**src/rtl/mpa_pkg.sv**
```systemverilog
// ----------------------------------------------------------------------------
// mpa_pkg
// Shared types and constants for the music priority arbiter.
// ----------------------------------------------------------------------------
package mpa_pkg;

	localparam int NUM_SLOTS_DEF  = 16;
	localparam int NUM_SOUNDS_DEF = 16;

	typedef enum logic [2:0] {
		OP_DEFINE  = 3'd0,
		OP_ADD     = 3'd1,
		OP_REMOVE  = 3'd2,
		OP_TICK    = 3'd3,
		OP_ENABLE  = 3'd4,
		OP_DISABLE = 3'd5
	} opcode_t;

	typedef enum logic [1:0] {
		ACT_NONE = 2'd0,
		ACT_PLAY = 2'd1,
		ACT_STOP = 2'd2
	} action_t;

	typedef enum logic [4:0] {
		ST_IDLE   = 5'b00001,
		ST_CUR    = 5'b00010,
		ST_SLOT   = 5'b00100,
		ST_CAND   = 5'b01000,
		ST_COMMIT = 5'b10000
	} state_t;

	typedef struct packed {
		logic [7:0]  prio;
		logic        loops;
		logic [15:0] min_play;
		logic [15:0] replay;
		logic [15:0] fade_in;
		logic [15:0] fade_out;
		logic [7:0]  rank;
	} attr_t;

endpackage

```
**src/rtl/mpa_req_if.sv**
```systemverilog
// ----------------------------------------------------------------------------
// mpa_req_if
// Request channel: valid/ready plus the input item fields.
// ----------------------------------------------------------------------------
interface mpa_req_if;
	logic        valid;
	logic        ready;
	logic [2:0]  opcode;
	logic [3:0]  slot;
	logic [3:0]  sound_id;
	logic [7:0]  priority_req;
	logic        looping;
	logic [15:0] min_play_ms;
	logic [15:0] replay_delay_ms;
	logic [15:0] fade_in_ms;
	logic [15:0] fade_out_ms;
	logic [7:0]  name_rank;
	logic [31:0] now_ms;
	logic        track_ended;

	modport source (output valid, opcode, slot, sound_id, priority_req, looping,
		min_play_ms, replay_delay_ms, fade_in_ms, fade_out_ms, name_rank, now_ms,
		track_ended, input ready);
	modport sink (input valid, opcode, slot, sound_id, priority_req, looping,
		min_play_ms, replay_delay_ms, fade_in_ms, fade_out_ms, name_rank, now_ms,
		track_ended, output ready);
endinterface

```
**src/rtl/mpa_res_if.sv**
```systemverilog
// ----------------------------------------------------------------------------
// mpa_res_if
// Result channel: valid/ready plus the result item fields.
// ----------------------------------------------------------------------------
interface mpa_res_if;
	logic        valid;
	logic        ready;
	logic [1:0]  action;
	logic [3:0]  out_sound;
	logic [15:0] fade_ms;
	logic        out_looping;

	modport source (output valid, action, out_sound, fade_ms, out_looping,
		input ready);
	modport sink (input valid, action, out_sound, fade_ms, out_looping,
		output ready);
endinterface

```
**src/rtl/music_priority_arbiter_top.sv**
```systemverilog
// ----------------------------------------------------------------------------
// music_priority_arbiter_top
// Picks the music sound to play from a sound table and a source slot table.
// ----------------------------------------------------------------------------
// Define/add/remove/enable/disable and ticks while disabled load the result
//   register directly on acceptance.
// Update tick: CUR reads the current sound; unless min play holds, the scan
//   takes each slot through SLOT then CAND (chained slot-table read then
//   sound-table read via the single read ports); COMMIT loads the result.
// One item at a time; ready stays low while a tick is in progress.
// Reset (arst_n low, async): no slots, nothing playing, enabled, time rules on.
module music_priority_arbiter_top #(
	parameter int NUM_SLOTS  = mpa_pkg::NUM_SLOTS_DEF,
	parameter int NUM_SOUNDS = mpa_pkg::NUM_SOUNDS_DEF
) (
	input  logic         clk,
	input  logic         arst_n,
	input  logic         cfg_we,
	input  logic         cfg_data,
	mpa_req_if.sink      request,
	mpa_res_if.source    result
);

	localparam int SLW = (NUM_SLOTS > 1) ? $clog2(NUM_SLOTS) : 1;
	localparam int SNW = (NUM_SOUNDS > 1) ? $clog2(NUM_SOUNDS) : 1;
	localparam logic [SLW-1:0] LAST_SLOT = SLW'(NUM_SLOTS - 1);

	mpa_pkg::state_t state_q;

	logic            time_rules_q;
	logic            enabled_q;
	logic            playing_q;
	logic [SNW-1:0]  cur_snd_q;
	logic [31:0]     play_start_q;
	logic            was_stopped_q [NUM_SOUNDS];
	logic            slot_valid_q  [NUM_SLOTS];
	logic            slot_played_q [NUM_SLOTS];

	// per-tick working registers
	logic [31:0]     now_q;
	logic            ended_q;
	logic            hold_q;
	mpa_pkg::attr_t  cur_attr_q;
	mpa_pkg::attr_t  best_attr_q;
	logic [SNW-1:0]  best_snd_q;
	logic [SLW-1:0]  best_slot_q;
	logic            have_best_q;
	logic            found_q;
	logic [SLW-1:0]  idx_q;
	logic [SNW-1:0]  cand_snd_q;
	logic            cand_ok_q;

	// result register
	logic            out_v_q;
	mpa_pkg::action_t out_act_q;
	logic [3:0]      out_snd_q;
	logic [15:0]     out_fade_q;
	logic            out_loop_q;

	// memories
	mpa_pkg::attr_t  attr_rdata;
	mpa_pkg::attr_t  attr_wdata;
	logic            attr_we;
	logic [SNW-1:0]  snd_raddr;
	logic [31:0]     stop_rdata;
	logic            stop_we;
	logic [31:0]     stop_wdata;
	logic [SNW-1:0]  slot_rdata;
	logic            slotm_we;
	logic [SLW-1:0]  slot_raddr;

	logic            accept;
	logic            out_free;
	logic [SLW-1:0]  req_slot;
	logic [SNW-1:0]  req_snd;
	logic            slot_ok;
	logic            snd_ok;

	assign out_free = !out_v_q || result.ready;
	assign request.ready = (state_q == mpa_pkg::ST_IDLE) && out_free;
	assign accept = request.valid && request.ready;

	assign req_slot = SLW'(request.slot);
	assign req_snd  = SNW'(request.sound_id);
	assign slot_ok  = 32'(request.slot) < NUM_SLOTS;
	assign snd_ok   = 32'(request.sound_id) < NUM_SOUNDS;

	assign result.valid       = out_v_q;
	assign result.action      = out_act_q;
	assign result.out_sound   = out_snd_q;
	assign result.fade_ms     = out_fade_q;
	assign result.out_looping = out_loop_q;

	assign attr_wdata = '{prio: request.priority_req, loops: request.looping,
		min_play: request.min_play_ms, replay: request.replay_delay_ms,
		fade_in: request.fade_in_ms, fade_out: request.fade_out_ms,
		rank: request.name_rank};
	assign attr_we = accept && (request.opcode == mpa_pkg::OP_DEFINE) && snd_ok;
	assign slotm_we = accept && (request.opcode == mpa_pkg::OP_ADD) && slot_ok && snd_ok
		&& !slot_valid_q[req_slot];

	// sound tables are read at the current sound before the scan, then per candidate
	assign snd_raddr  = (state_q == mpa_pkg::ST_SLOT) ? SNW'(slot_rdata) : cur_snd_q;
	assign slot_raddr = (state_q == mpa_pkg::ST_CAND) ? SLW'(idx_q + 1'b1) : '0;

	mpa_ram #(.WIDTH($bits(mpa_pkg::attr_t)), .DEPTH(NUM_SOUNDS)) u_attr_ram (
		.clk(clk), .we(attr_we), .waddr(req_snd), .wdata(attr_wdata),
		.raddr(snd_raddr), .rdata(attr_rdata)
	);

	mpa_ram #(.WIDTH(32), .DEPTH(NUM_SOUNDS)) u_stop_ram (
		.clk(clk), .we(stop_we), .waddr(cur_snd_q), .wdata(stop_wdata),
		.raddr(snd_raddr), .rdata(stop_rdata)
	);

	mpa_ram #(.WIDTH(SNW), .DEPTH(NUM_SLOTS)) u_slot_ram (
		.clk(clk), .we(slotm_we), .waddr(req_slot), .wdata(req_snd),
		.raddr(slot_raddr), .rdata(slot_rdata)
	);

	// --- shared compare unit: holds, holdoff and candidate ranking ---
	logic        hold_c;
	logic        holdoff_c;
	logic        take_c;
	logic        best_is_cur;
	logic        play_c;
	logic [15:0] xfade_c;

	always_comb begin
		hold_c = time_rules_q && playing_q &&
			({1'b0, now_q} <= ({1'b0, play_start_q} + 33'(attr_rdata.min_play)));
		holdoff_c = time_rules_q && was_stopped_q[cand_snd_q] &&
			({1'b0, now_q} <= ({1'b0, stop_rdata} + 33'(attr_rdata.replay)));
		best_is_cur = playing_q && (best_snd_q == cur_snd_q);
		take_c = 1'b0;
		if (cand_ok_q && !holdoff_c) begin
			if (!have_best_q) begin
				take_c = 1'b1;
			end else if (attr_rdata.prio < best_attr_q.prio) begin
				take_c = 1'b1;
			end else if (attr_rdata.prio == best_attr_q.prio) begin
				if (!attr_rdata.loops && best_attr_q.loops) begin
					take_c = 1'b1;
				end else if (attr_rdata.loops == best_attr_q.loops) begin
					take_c = !best_is_cur && (attr_rdata.rank > best_attr_q.rank);
				end
			end
		end
		play_c = !hold_q && have_best_q && !best_is_cur;
		xfade_c = best_attr_q.fade_in;
		if (playing_q && (cur_attr_q.fade_out < xfade_c)) begin
			xfade_c = cur_attr_q.fade_out;
		end
	end

	// stop-time writes: disable in idle, or a stop/crossfade at commit
	logic commit_go;
	logic halt_hard_c;
	logic halt_fade_c;

	assign commit_go   = (state_q == mpa_pkg::ST_COMMIT) && out_free;
	assign halt_hard_c = !hold_q && !play_c && playing_q && !cur_attr_q.loops && ended_q;
	assign halt_fade_c = !hold_q && !play_c && playing_q && !halt_hard_c && !found_q;

	always_comb begin
		stop_we    = 1'b0;
		stop_wdata = now_q;
		if (accept && (request.opcode == mpa_pkg::OP_DISABLE) && playing_q) begin
			stop_we    = 1'b1;
			stop_wdata = request.now_ms;
		end else if (commit_go && playing_q && (play_c || halt_hard_c || halt_fade_c)) begin
			stop_we = 1'b1;
		end
	end

	always_ff @(posedge clk or negedge arst_n) begin
		if (!arst_n) begin
			state_q      <= mpa_pkg::ST_IDLE;
			time_rules_q <= 1'b1;
			enabled_q    <= 1'b1;
			playing_q    <= 1'b0;
			cur_snd_q    <= '0;
			play_start_q <= '0;
			out_v_q      <= 1'b0;
			for (int i = 0; i < NUM_SOUNDS; i++) begin
				was_stopped_q[i] <= 1'b0;
			end
			for (int i = 0; i < NUM_SLOTS; i++) begin
				slot_valid_q[i]  <= 1'b0;
				slot_played_q[i] <= 1'b0;
			end
		end else begin
			if (cfg_we) begin
				time_rules_q <= cfg_data;
			end
			if (out_v_q && result.ready) begin
				out_v_q <= 1'b0;
			end
			unique case (state_q)
				mpa_pkg::ST_IDLE: begin
					if (accept) begin
						out_v_q <= 1'b1;
						unique case (request.opcode)
							mpa_pkg::OP_DEFINE: begin
								if (snd_ok) begin
									was_stopped_q[req_snd] <= 1'b0;
								end
							end
							mpa_pkg::OP_ADD: begin
								if (slotm_we) begin
									slot_valid_q[req_slot]  <= 1'b1;
									slot_played_q[req_slot] <= 1'b0;
								end
							end
							mpa_pkg::OP_REMOVE: begin
								if (slot_ok) begin
									slot_valid_q[req_slot]  <= 1'b0;
									slot_played_q[req_slot] <= 1'b0;
								end
							end
							mpa_pkg::OP_TICK: begin
								if (enabled_q) begin
									out_v_q <= 1'b0;
									state_q <= mpa_pkg::ST_CUR;
								end
							end
							mpa_pkg::OP_ENABLE: begin
								enabled_q <= 1'b1;
							end
							mpa_pkg::OP_DISABLE: begin
								enabled_q <= 1'b0;
								if (playing_q) begin
									was_stopped_q[cur_snd_q] <= 1'b1;
									playing_q <= 1'b0;
								end
							end
							default: begin
							end
						endcase
					end
				end
				mpa_pkg::ST_CUR: begin
					hold_q <= hold_c;
					state_q <= hold_c ? mpa_pkg::ST_COMMIT : mpa_pkg::ST_SLOT;
				end
				mpa_pkg::ST_SLOT: begin
					state_q <= mpa_pkg::ST_CAND;
				end
				mpa_pkg::ST_CAND: begin
					state_q <= (idx_q == LAST_SLOT) ? mpa_pkg::ST_COMMIT : mpa_pkg::ST_SLOT;
				end
				mpa_pkg::ST_COMMIT: begin
					if (out_free) begin
						out_v_q <= 1'b1;
						state_q <= mpa_pkg::ST_IDLE;
						if (play_c) begin
							if (playing_q) begin
								was_stopped_q[cur_snd_q] <= 1'b1;
							end
							cur_snd_q    <= best_snd_q;
							playing_q    <= 1'b1;
							play_start_q <= now_q;
							if (!best_attr_q.loops) begin
								slot_played_q[best_slot_q] <= 1'b1;
							end
						end else if (halt_hard_c || halt_fade_c) begin
							was_stopped_q[cur_snd_q] <= 1'b1;
							playing_q <= 1'b0;
						end
					end
				end
				default: begin
					state_q <= mpa_pkg::ST_IDLE;
				end
			endcase
		end
	end

	// payload and scan working registers, no reset needed
	always_ff @(posedge clk) begin
		if (accept) begin
			now_q   <= request.now_ms;
			ended_q <= request.track_ended;
			out_act_q  <= mpa_pkg::ACT_NONE;
			out_snd_q  <= '0;
			out_fade_q <= '0;
			out_loop_q <= 1'b0;
			if ((request.opcode == mpa_pkg::OP_DISABLE) && playing_q) begin
				out_act_q <= mpa_pkg::ACT_STOP;
			end
		end
		case (state_q)
			mpa_pkg::ST_CUR: begin
				cur_attr_q  <= attr_rdata;
				best_attr_q <= attr_rdata;
				best_snd_q  <= cur_snd_q;
				best_slot_q <= '0;
				have_best_q <= playing_q;
				found_q     <= 1'b0;
				idx_q       <= '0;
			end
			mpa_pkg::ST_SLOT: begin
				cand_snd_q <= SNW'(slot_rdata);
				cand_ok_q  <= slot_valid_q[idx_q] && !slot_played_q[idx_q];
				if (slot_valid_q[idx_q] && (SNW'(slot_rdata) == cur_snd_q)) begin
					found_q <= 1'b1;
				end
			end
			mpa_pkg::ST_CAND: begin
				if (take_c) begin
					have_best_q <= 1'b1;
					best_snd_q  <= cand_snd_q;
					best_slot_q <= idx_q;
					best_attr_q <= attr_rdata;
				end
				idx_q <= SLW'(idx_q + 1'b1);
			end
			mpa_pkg::ST_COMMIT: begin
				if (out_free) begin
					out_act_q  <= mpa_pkg::ACT_NONE;
					out_snd_q  <= '0;
					out_fade_q <= '0;
					out_loop_q <= 1'b0;
					if (play_c) begin
						out_act_q  <= mpa_pkg::ACT_PLAY;
						out_snd_q  <= 4'(best_snd_q);
						out_fade_q <= xfade_c;
						out_loop_q <= best_attr_q.loops;
					end else if (halt_hard_c) begin
						out_act_q <= mpa_pkg::ACT_STOP;
					end else if (halt_fade_c) begin
						out_act_q  <= mpa_pkg::ACT_STOP;
						out_fade_q <= cur_attr_q.fade_out;
					end
				end
			end
			default: begin
			end
		endcase
	end

`ifndef SYNTHESIS
	a_ready_idle: assert property (@(posedge clk) disable iff (!arst_n)
		request.ready |-> (state_q == mpa_pkg::ST_IDLE))
		else $error("ready outside idle");
	a_play_sets_playing: assert property (@(posedge clk) disable iff (!arst_n)
		(commit_go && play_c) |=> playing_q)
		else $error("play issued without playing");
	a_scan_idx: assert property (@(posedge clk) disable iff (!arst_n)
		(state_q == mpa_pkg::ST_CAND) |-> (idx_q <= LAST_SLOT))
		else $error("scan index out of range");
	a_commit_loads: assert property (@(posedge clk) disable iff (!arst_n)
		commit_go |=> (out_v_q && (state_q == mpa_pkg::ST_IDLE)))
		else $error("commit did not load a result");
`endif

endmodule

```
**src/rtl/mpa_ram.sv**
```systemverilog
// ----------------------------------------------------------------------------
// mpa_ram
// Generic single write, single read RAM with registered read data.
// ----------------------------------------------------------------------------
module mpa_ram #(
	parameter int WIDTH = 8,
	parameter int DEPTH = 16
) (
	input  logic                                  clk,
	input  logic                                  we,
	input  logic [(DEPTH > 1 ? $clog2(DEPTH) : 1)-1:0] waddr,
	input  logic [WIDTH-1:0]                      wdata,
	input  logic [(DEPTH > 1 ? $clog2(DEPTH) : 1)-1:0] raddr,
	output logic [WIDTH-1:0]                      rdata
);

	logic [WIDTH-1:0] mem_q [DEPTH];

	always_ff @(posedge clk) begin
		if (we) begin
			mem_q[waddr] <= wdata;
		end
		rdata <= mem_q[raddr];
	end

endmodule

```
**src/flat_wrapper.sv**
```systemverilog
// flat-port wrapper written by rule: the top's interface ports become plain ports
module music_priority_arbiter_top_flat 
#(
	parameter int NUM_SLOTS  = mpa_pkg::NUM_SLOTS_DEF,
	parameter int NUM_SOUNDS = mpa_pkg::NUM_SOUNDS_DEF
)
  (clk, arst_n, cfg_we, cfg_data, request_valid, request_opcode, request_slot, request_sound_id, request_priority_req, request_looping, request_min_play_ms, request_replay_delay_ms, request_fade_in_ms, request_fade_out_ms, request_name_rank, request_now_ms, request_track_ended, request_ready, result_valid, result_action, result_out_sound, result_fade_ms, result_out_looping, result_ready);
  mpa_req_if request_i ();
  mpa_res_if result_i ();
  input  logic clk;
  input  logic arst_n;
  input  logic cfg_we;
  input  logic cfg_data;
  input wire logic [$bits(request_i.valid)-1:0] request_valid;
  input wire logic [$bits(request_i.opcode)-1:0] request_opcode;
  input wire logic [$bits(request_i.slot)-1:0] request_slot;
  input wire logic [$bits(request_i.sound_id)-1:0] request_sound_id;
  input wire logic [$bits(request_i.priority_req)-1:0] request_priority_req;
  input wire logic [$bits(request_i.looping)-1:0] request_looping;
  input wire logic [$bits(request_i.min_play_ms)-1:0] request_min_play_ms;
  input wire logic [$bits(request_i.replay_delay_ms)-1:0] request_replay_delay_ms;
  input wire logic [$bits(request_i.fade_in_ms)-1:0] request_fade_in_ms;
  input wire logic [$bits(request_i.fade_out_ms)-1:0] request_fade_out_ms;
  input wire logic [$bits(request_i.name_rank)-1:0] request_name_rank;
  input wire logic [$bits(request_i.now_ms)-1:0] request_now_ms;
  input wire logic [$bits(request_i.track_ended)-1:0] request_track_ended;
  output wire logic [$bits(request_i.ready)-1:0] request_ready;
  output wire logic [$bits(result_i.valid)-1:0] result_valid;
  output wire logic [$bits(result_i.action)-1:0] result_action;
  output wire logic [$bits(result_i.out_sound)-1:0] result_out_sound;
  output wire logic [$bits(result_i.fade_ms)-1:0] result_fade_ms;
  output wire logic [$bits(result_i.out_looping)-1:0] result_out_looping;
  input wire logic [$bits(result_i.ready)-1:0] result_ready;
  assign request_i.valid = request_valid;
  assign request_i.opcode = request_opcode;
  assign request_i.slot = request_slot;
  assign request_i.sound_id = request_sound_id;
  assign request_i.priority_req = request_priority_req;
  assign request_i.looping = request_looping;
  assign request_i.min_play_ms = request_min_play_ms;
  assign request_i.replay_delay_ms = request_replay_delay_ms;
  assign request_i.fade_in_ms = request_fade_in_ms;
  assign request_i.fade_out_ms = request_fade_out_ms;
  assign request_i.name_rank = request_name_rank;
  assign request_i.now_ms = request_now_ms;
  assign request_i.track_ended = request_track_ended;
  assign request_ready = request_i.ready;
  assign result_valid = result_i.valid;
  assign result_action = result_i.action;
  assign result_out_sound = result_i.out_sound;
  assign result_fade_ms = result_i.fade_ms;
  assign result_out_looping = result_i.out_looping;
  assign result_i.ready = result_ready;
  music_priority_arbiter_top #(.NUM_SLOTS(NUM_SLOTS), .NUM_SOUNDS(NUM_SOUNDS)) u_core (.clk(clk), .arst_n(arst_n), .cfg_we(cfg_we), .cfg_data(cfg_data), .request(request_i), .result(result_i));
endmodule
```
**config.mk**
```make
export PLATFORM = sky130hd
export DESIGN_NAME = music_priority_arbiter_top_flat
export DESIGN_NICKNAME = d
export VERILOG_FILES = /design/src/rtl/mpa_pkg.sv /design/src/rtl/mpa_req_if.sv /design/src/rtl/mpa_res_if.sv /design/src/rtl/music_priority_arbiter_top.sv /design/src/rtl/mpa_ram.sv /design/src/flat_wrapper.sv
export SDC_FILE = /design/constraint.sdc
export NUM_CORES = 2
export LEC_CHECK = 0
export ABC_AREA = 1
export BUFFER_PORTS_ARGS = -buffer_cell sky130_fd_sc_hd__buf_2
export CAP_MARGIN = 30
export CORE_ASPECT_RATIO = 0.75
export CORE_MARGIN = 2
export CORE_UTILIZATION = 50
export DETAILED_ROUTE_END_ITERATION = 16
export PLACE_DENSITY = 0.69
export SLEW_MARGIN = 25
export SYNTH_ARGS = -nofsm -noshare
export SYNTH_HDL_FRONTEND = slang
export SYNTH_SLANG_ARGS = --single-unit
```
**constraint.sdc**
```tcl
create_clock -name clk -period 8.1 [get_ports clk]
set_input_delay 0.81 -clock clk [delete_from_list [all_inputs] [get_ports clk]]
set_output_delay 0.81 -clock clk [all_outputs]
set_load 0.05 [all_outputs]
```
==> impl_summary.txt <==
----------------------------------------------------
[Status]
  Status ... finished clean

[Yosys]
  Number of synthesized flops with an enable pin ... about 2000
  Synthesized area ... 0.0894 sq mm
  Sequential element share of the synthesized area ... 0.721
  Number of different library cells in the post-synthesis netlist ... between 60 and 70
  FFs w/ async S/R, synth ... 0.0421
  Ys flop type ... edfxtp_1
  Synthesized instance count ... 7018
  Number of synthesized register bits ... around 2200
  Synthesized netlist net count ... between 7000 and 8000
  Mean instance size in the synthesized netlist ... around 13 sq um
  Yosys synthesis warning count ... 0

[Floorplan]
  Die area ... about 0.18 sq mm
  Number of rows in the core area ... roughly 130
  Effective utilization at floorplan ... 0.503
  Io pins ... approximately 160
  Die span in y ... around 370 um
  Core outline area ... approximately 0.18 sq mm
  Die width ... around 490 um

[Drt]
  Via count ... approximately 59000
  Routed WL per cell ... about 25 um
  Post-route antenna net violation count ... 0
  DRC viols ... 0
  Detailed Route WL ... 241 mm
  1st-pass router iterations ... 6
  Initial DRC Count ... approximately 7600
  Routed vias/inst ... 6.09

[CTS]
  Number of clock sinks ... around 2200
  Post-cts gate resize count ... 0
  Number of buffers added by the clock tree synthesis step ... between 200 and 250
  Number of levels the H-tree was split into ... 4
  Clock transition at the registers of the reported paths ... around 0.06 ns
  Buffer depth of the longest clock path ... 3
  TritonCTS clock tree ... yes
  Root Buffer ... clkbuf_16
  Clock insertion delay at the later pin of the skew report ... about 0.86 ns
  Number of buffers inserted to repair setup after CTS ... 0
  CTS Hold Buffers Added ... 0

[Worst setup path]
  Worst EP required ... 8.60 ns
  Crit Path Category ... register to register
  Worst R2R End ... u_core.best_attr_q[34]
  Number of cells on the worst reg-to-reg path ... 23
  Critical Path Source ... u_core.u_stop_ram.rdata[2]
  Flop2flop setup slack ... about 3.1 ns
  Worst Setup EP ... u_core.best_attr_q[34]
  Reg2reg start ... u_core.u_stop_ram.rdata[2]
  Signal arrival time at the worst endpoint ... 5.47 ns
  Crit path launch type ... register
  Max FO, Critical Path ... 34
  Endpoint class of the critical path ... register

[Place]
  Placed inst area ... between 0.09 and 0.1 sq mm
  Weighted congestion reported at the end of routability-driven placement ... slightly above 0.9
  Port bufs ... between 150 and 200
  Detailed placer's ending HPWL ... approximately 130 mm
  Post-Place Setup Slack ... 3.17 ns

[GRT]
  GRT Resource Usage Total ... 0.259
  Sum of overflow across all layers after global routing ... 0
  First-pass GRT wire length ... between 300 and 400 mm
  Pin count of the biggest net entering global routing ... 184
  Vias in the first global route ... between 50000 and 60000
  Initial antenna violation count ... 42

[Finish]
  Final Net Count ... ~7300
  Number of filler cells placed in the layout ... between 10000 and 15000
  Share of layout cells above drive strength 1 ... 0.0914
  Most frequent cells in the layout ... edfxtp_1, nor2_1, o21ai_0
  Most common cell after layout, fill and taps aside ... edfxtp_1
  Fin area ... about 0.1 sq mm
  Synth-to-layout area growth ... 11.2%

[Job]
  Max-Cap Viols ... 0

[Power]
  Worst supply voltage drop on vdd ... around 170 uV
  Clock power share ... 0.397
  Pwr Density ... roughly 240 mW/mm^2
  Fraction of power spent switching nets ... 0.228
  Register share of total power ... 0.540
  NetSw ... 5.46 mW
  Leakage component of the power ... 33.6 nW
  Logic gate share of total power ... 0.063
  Total internal power ... 18.5 mW

[Timing]
  Setup repair after global routing missed its margin ... no
  Endpoints failing hold ... 0
  Maximum clock rate ... 201 MHz
  Transition time of the tightest slew-check pin ... just over 1 ns
  Worst Clk Skew ... roughly 0.064 ns
  Final-report max-slew violation count ... 0
  Final sum of negative setup slack ... 0 ns
  Ratio of final minimum period to clock period ... 0.614
  Setup violation total in the final timing report ... 0
  Setup ws final ... 3.12 ns
  Worst slew slack as a fraction of its limit ... 0.326
  Post-layout min period ... 4.98 ns

[Hold path]
  Tightest Hold Check Type ... primary input to asynchronous set/reset pin

----------------------------------------------------
[power by group through the flow]
stage	Clock, mW	Combinational [mW]	Sequential (mW)
global route	10.1	1.68	13.0
floorplan	0	0.883	13.1
CTS	9.62	1.48	12.9
global placement	0	1.43	13.2
detailed placement	0	1.48	13.2
finish	9.52	1.51	13.0
[per-stage QoR]
| step | std cells | hold WS, ns | power (mW) | utilization |
|---|---|---|---|---|
| 5_1_grt | 9635 | 0.0854 | 24.7 | 0.559 |
| 4_1_cts | 9623 | 0.0382 | 24.0 | 0.559 |
| 3_3_place_gp | 9237 | 0.387 | 14.6 | 0.521 |
| 6_report | 9643 | 0.0456 | 24.0 | 0.559 |
| 3_5_place_dp | 9238 | 0.392 | 14.7 | 0.521 |
| 2_1_floorplan | 7018 | 0.386 | 14.0 | - |
[logic make-up after synthesis]
family / after synthesis / share of synthesized area
flops: 2208 / 0.721
simple gates: 1952 / 0.0877
compound gates: 1950 / 0.131
buf+inv: 693 / 0.0332
fa+ha+maj: 131 / 0.0185
xor+xnor: 66 / 0.00647
mux: 18 / 0.00202
[flip-flops by register name (all words and copies together) (netlist names), 4 cells and up, named ones only]
register	count
u_core.u_stop_ram.mem_q	512
u_core.result.fade_ms	16
u_core.was_stopped_q	16
u_core.cand_snd_q	4
u_core.slot_played_q	16
u_core.cur_snd_q	4
u_core.best_attr_q	33
u_core.idx_q	4
u_core.best_snd_q	4
u_core.cur_attr_q	17
u_core.play_start_q	32
u_core.best_slot_q	4
u_core.now_q	32
u_core.state_q	5
u_core.u_attr_ram.mem_q	1296
u_core.u_stop_ram.rdata	32
u_core.result.out_sound	4
u_core.u_slot_ram.rdata	4
u_core.u_slot_ram.mem_q	64
u_core.u_attr_ram.rdata	81
[cells in the mapped netlist, types with 2 or more instances]
cell type,instances,area (sq um)
a211oi_1,3,22.5
a21boi_0,7,52.6
a21o_1,7,52.6
a21oi_1,107,536
a22oi_1,8,60.1
a31oi_1,10,62.6
buf_1,13,48.8
buf_2,201,1010
buf_4,14,105
buf_6,7,78.8
clkbuf_1,191,717
clkbuf_2,8,40.0
clkinv_1,6,22.5
dfrtp_1,90,2250
dfstp_2,3,78.8
dfxtp_1,140,2800
edfxtp_1,1975,59300
fa_1,2,40.0
ha_1,129,1610
inv_1,238,893
inv_2,15,56.3
mux2i_1,18,180
nand2_1,583,2190
nand2_2,13,81.3
nand3_1,179,896
nand3b_1,3,22.5
nand4_1,17,106
nor2_1,1079,4050
nor2_2,3,18.8
nor2_4,2,22.5
nor3_1,44,220
nor4_1,11,68.8
o211ai_1,146,1100
o21a_1,4,30.0
o21ai_0,964,4820
o21ai_1,201,1010
o21bai_1,2,15.0
o221a_2,2,22.5
o221ai_1,329,2880
o22ai_1,141,882
o2bb2ai_1,8,70.1
o31ai_1,3,22.5
or2_2,8,50.1
xnor2_1,26,228
xor2_1,40,350
[worst min path at each step]
stage                                         to  slack (ns)  depth (start not counted)
final                        u_core.result.valid        0.05                          1
after global routing            u_core.playing_q        0.09                          1
after CTS                       u_core.playing_q        0.04                          1
after detailed placement    u_core.cur_attr_q[8]        0.39                          0
after global placement     u_core.cur_attr_q[14]        0.39                          0
after floorplan           u_core.best_attr_q[24]        0.39                          0
[layer usage]
metal  track usage  wire length, um
met1         0.387           103000
met2         0.388           108000
met3        0.0527            24400
met4        0.0701             4920
met5             0              172
[critical path, stage by stage, from the launching register on]
cell and delay (ns):
dfxtp_1 0.30, ha_1 0.35, a21oi_1 0.18, nand2_1 0.11
a21oi_1 0.35, o21ai_0 0.25, a21boi_0 0.52, o22ai_1 0.23
nand2_1 0.20, xor2_1 0.09, ha_1 0.31, nand2_1 0.09
nor4_1 0.28, nand2_1 0.08, nand2_1 0.07, nand2_1 0.05
nand2_1 0.06, nand2_1 0.05, nand2_1 0.05, nand2_1 0.10
nand2_1 0.09, nand3_1 0.08, nand2_2 0.20, buf_4 0.48
[cell type report]
cell class | instances | area (sq um) | share of cell area
well taps | 2380 | 2980 | 0.0300
inverters | 259 | 1000 | 0.0101
clock buffers | 297 | 5760 | 0.0580
multi-input cells | 4117 | 22200 | 0.224
flip-flops and latches | 2208 | 64400 | 0.648
diodes | 17 | 42.5 | 0.000428
repair buffers | 277 | 2010 | 0.0202
clock inverters | 88 | 903 | 0.00909
Power figures use the tool's default switching activity.
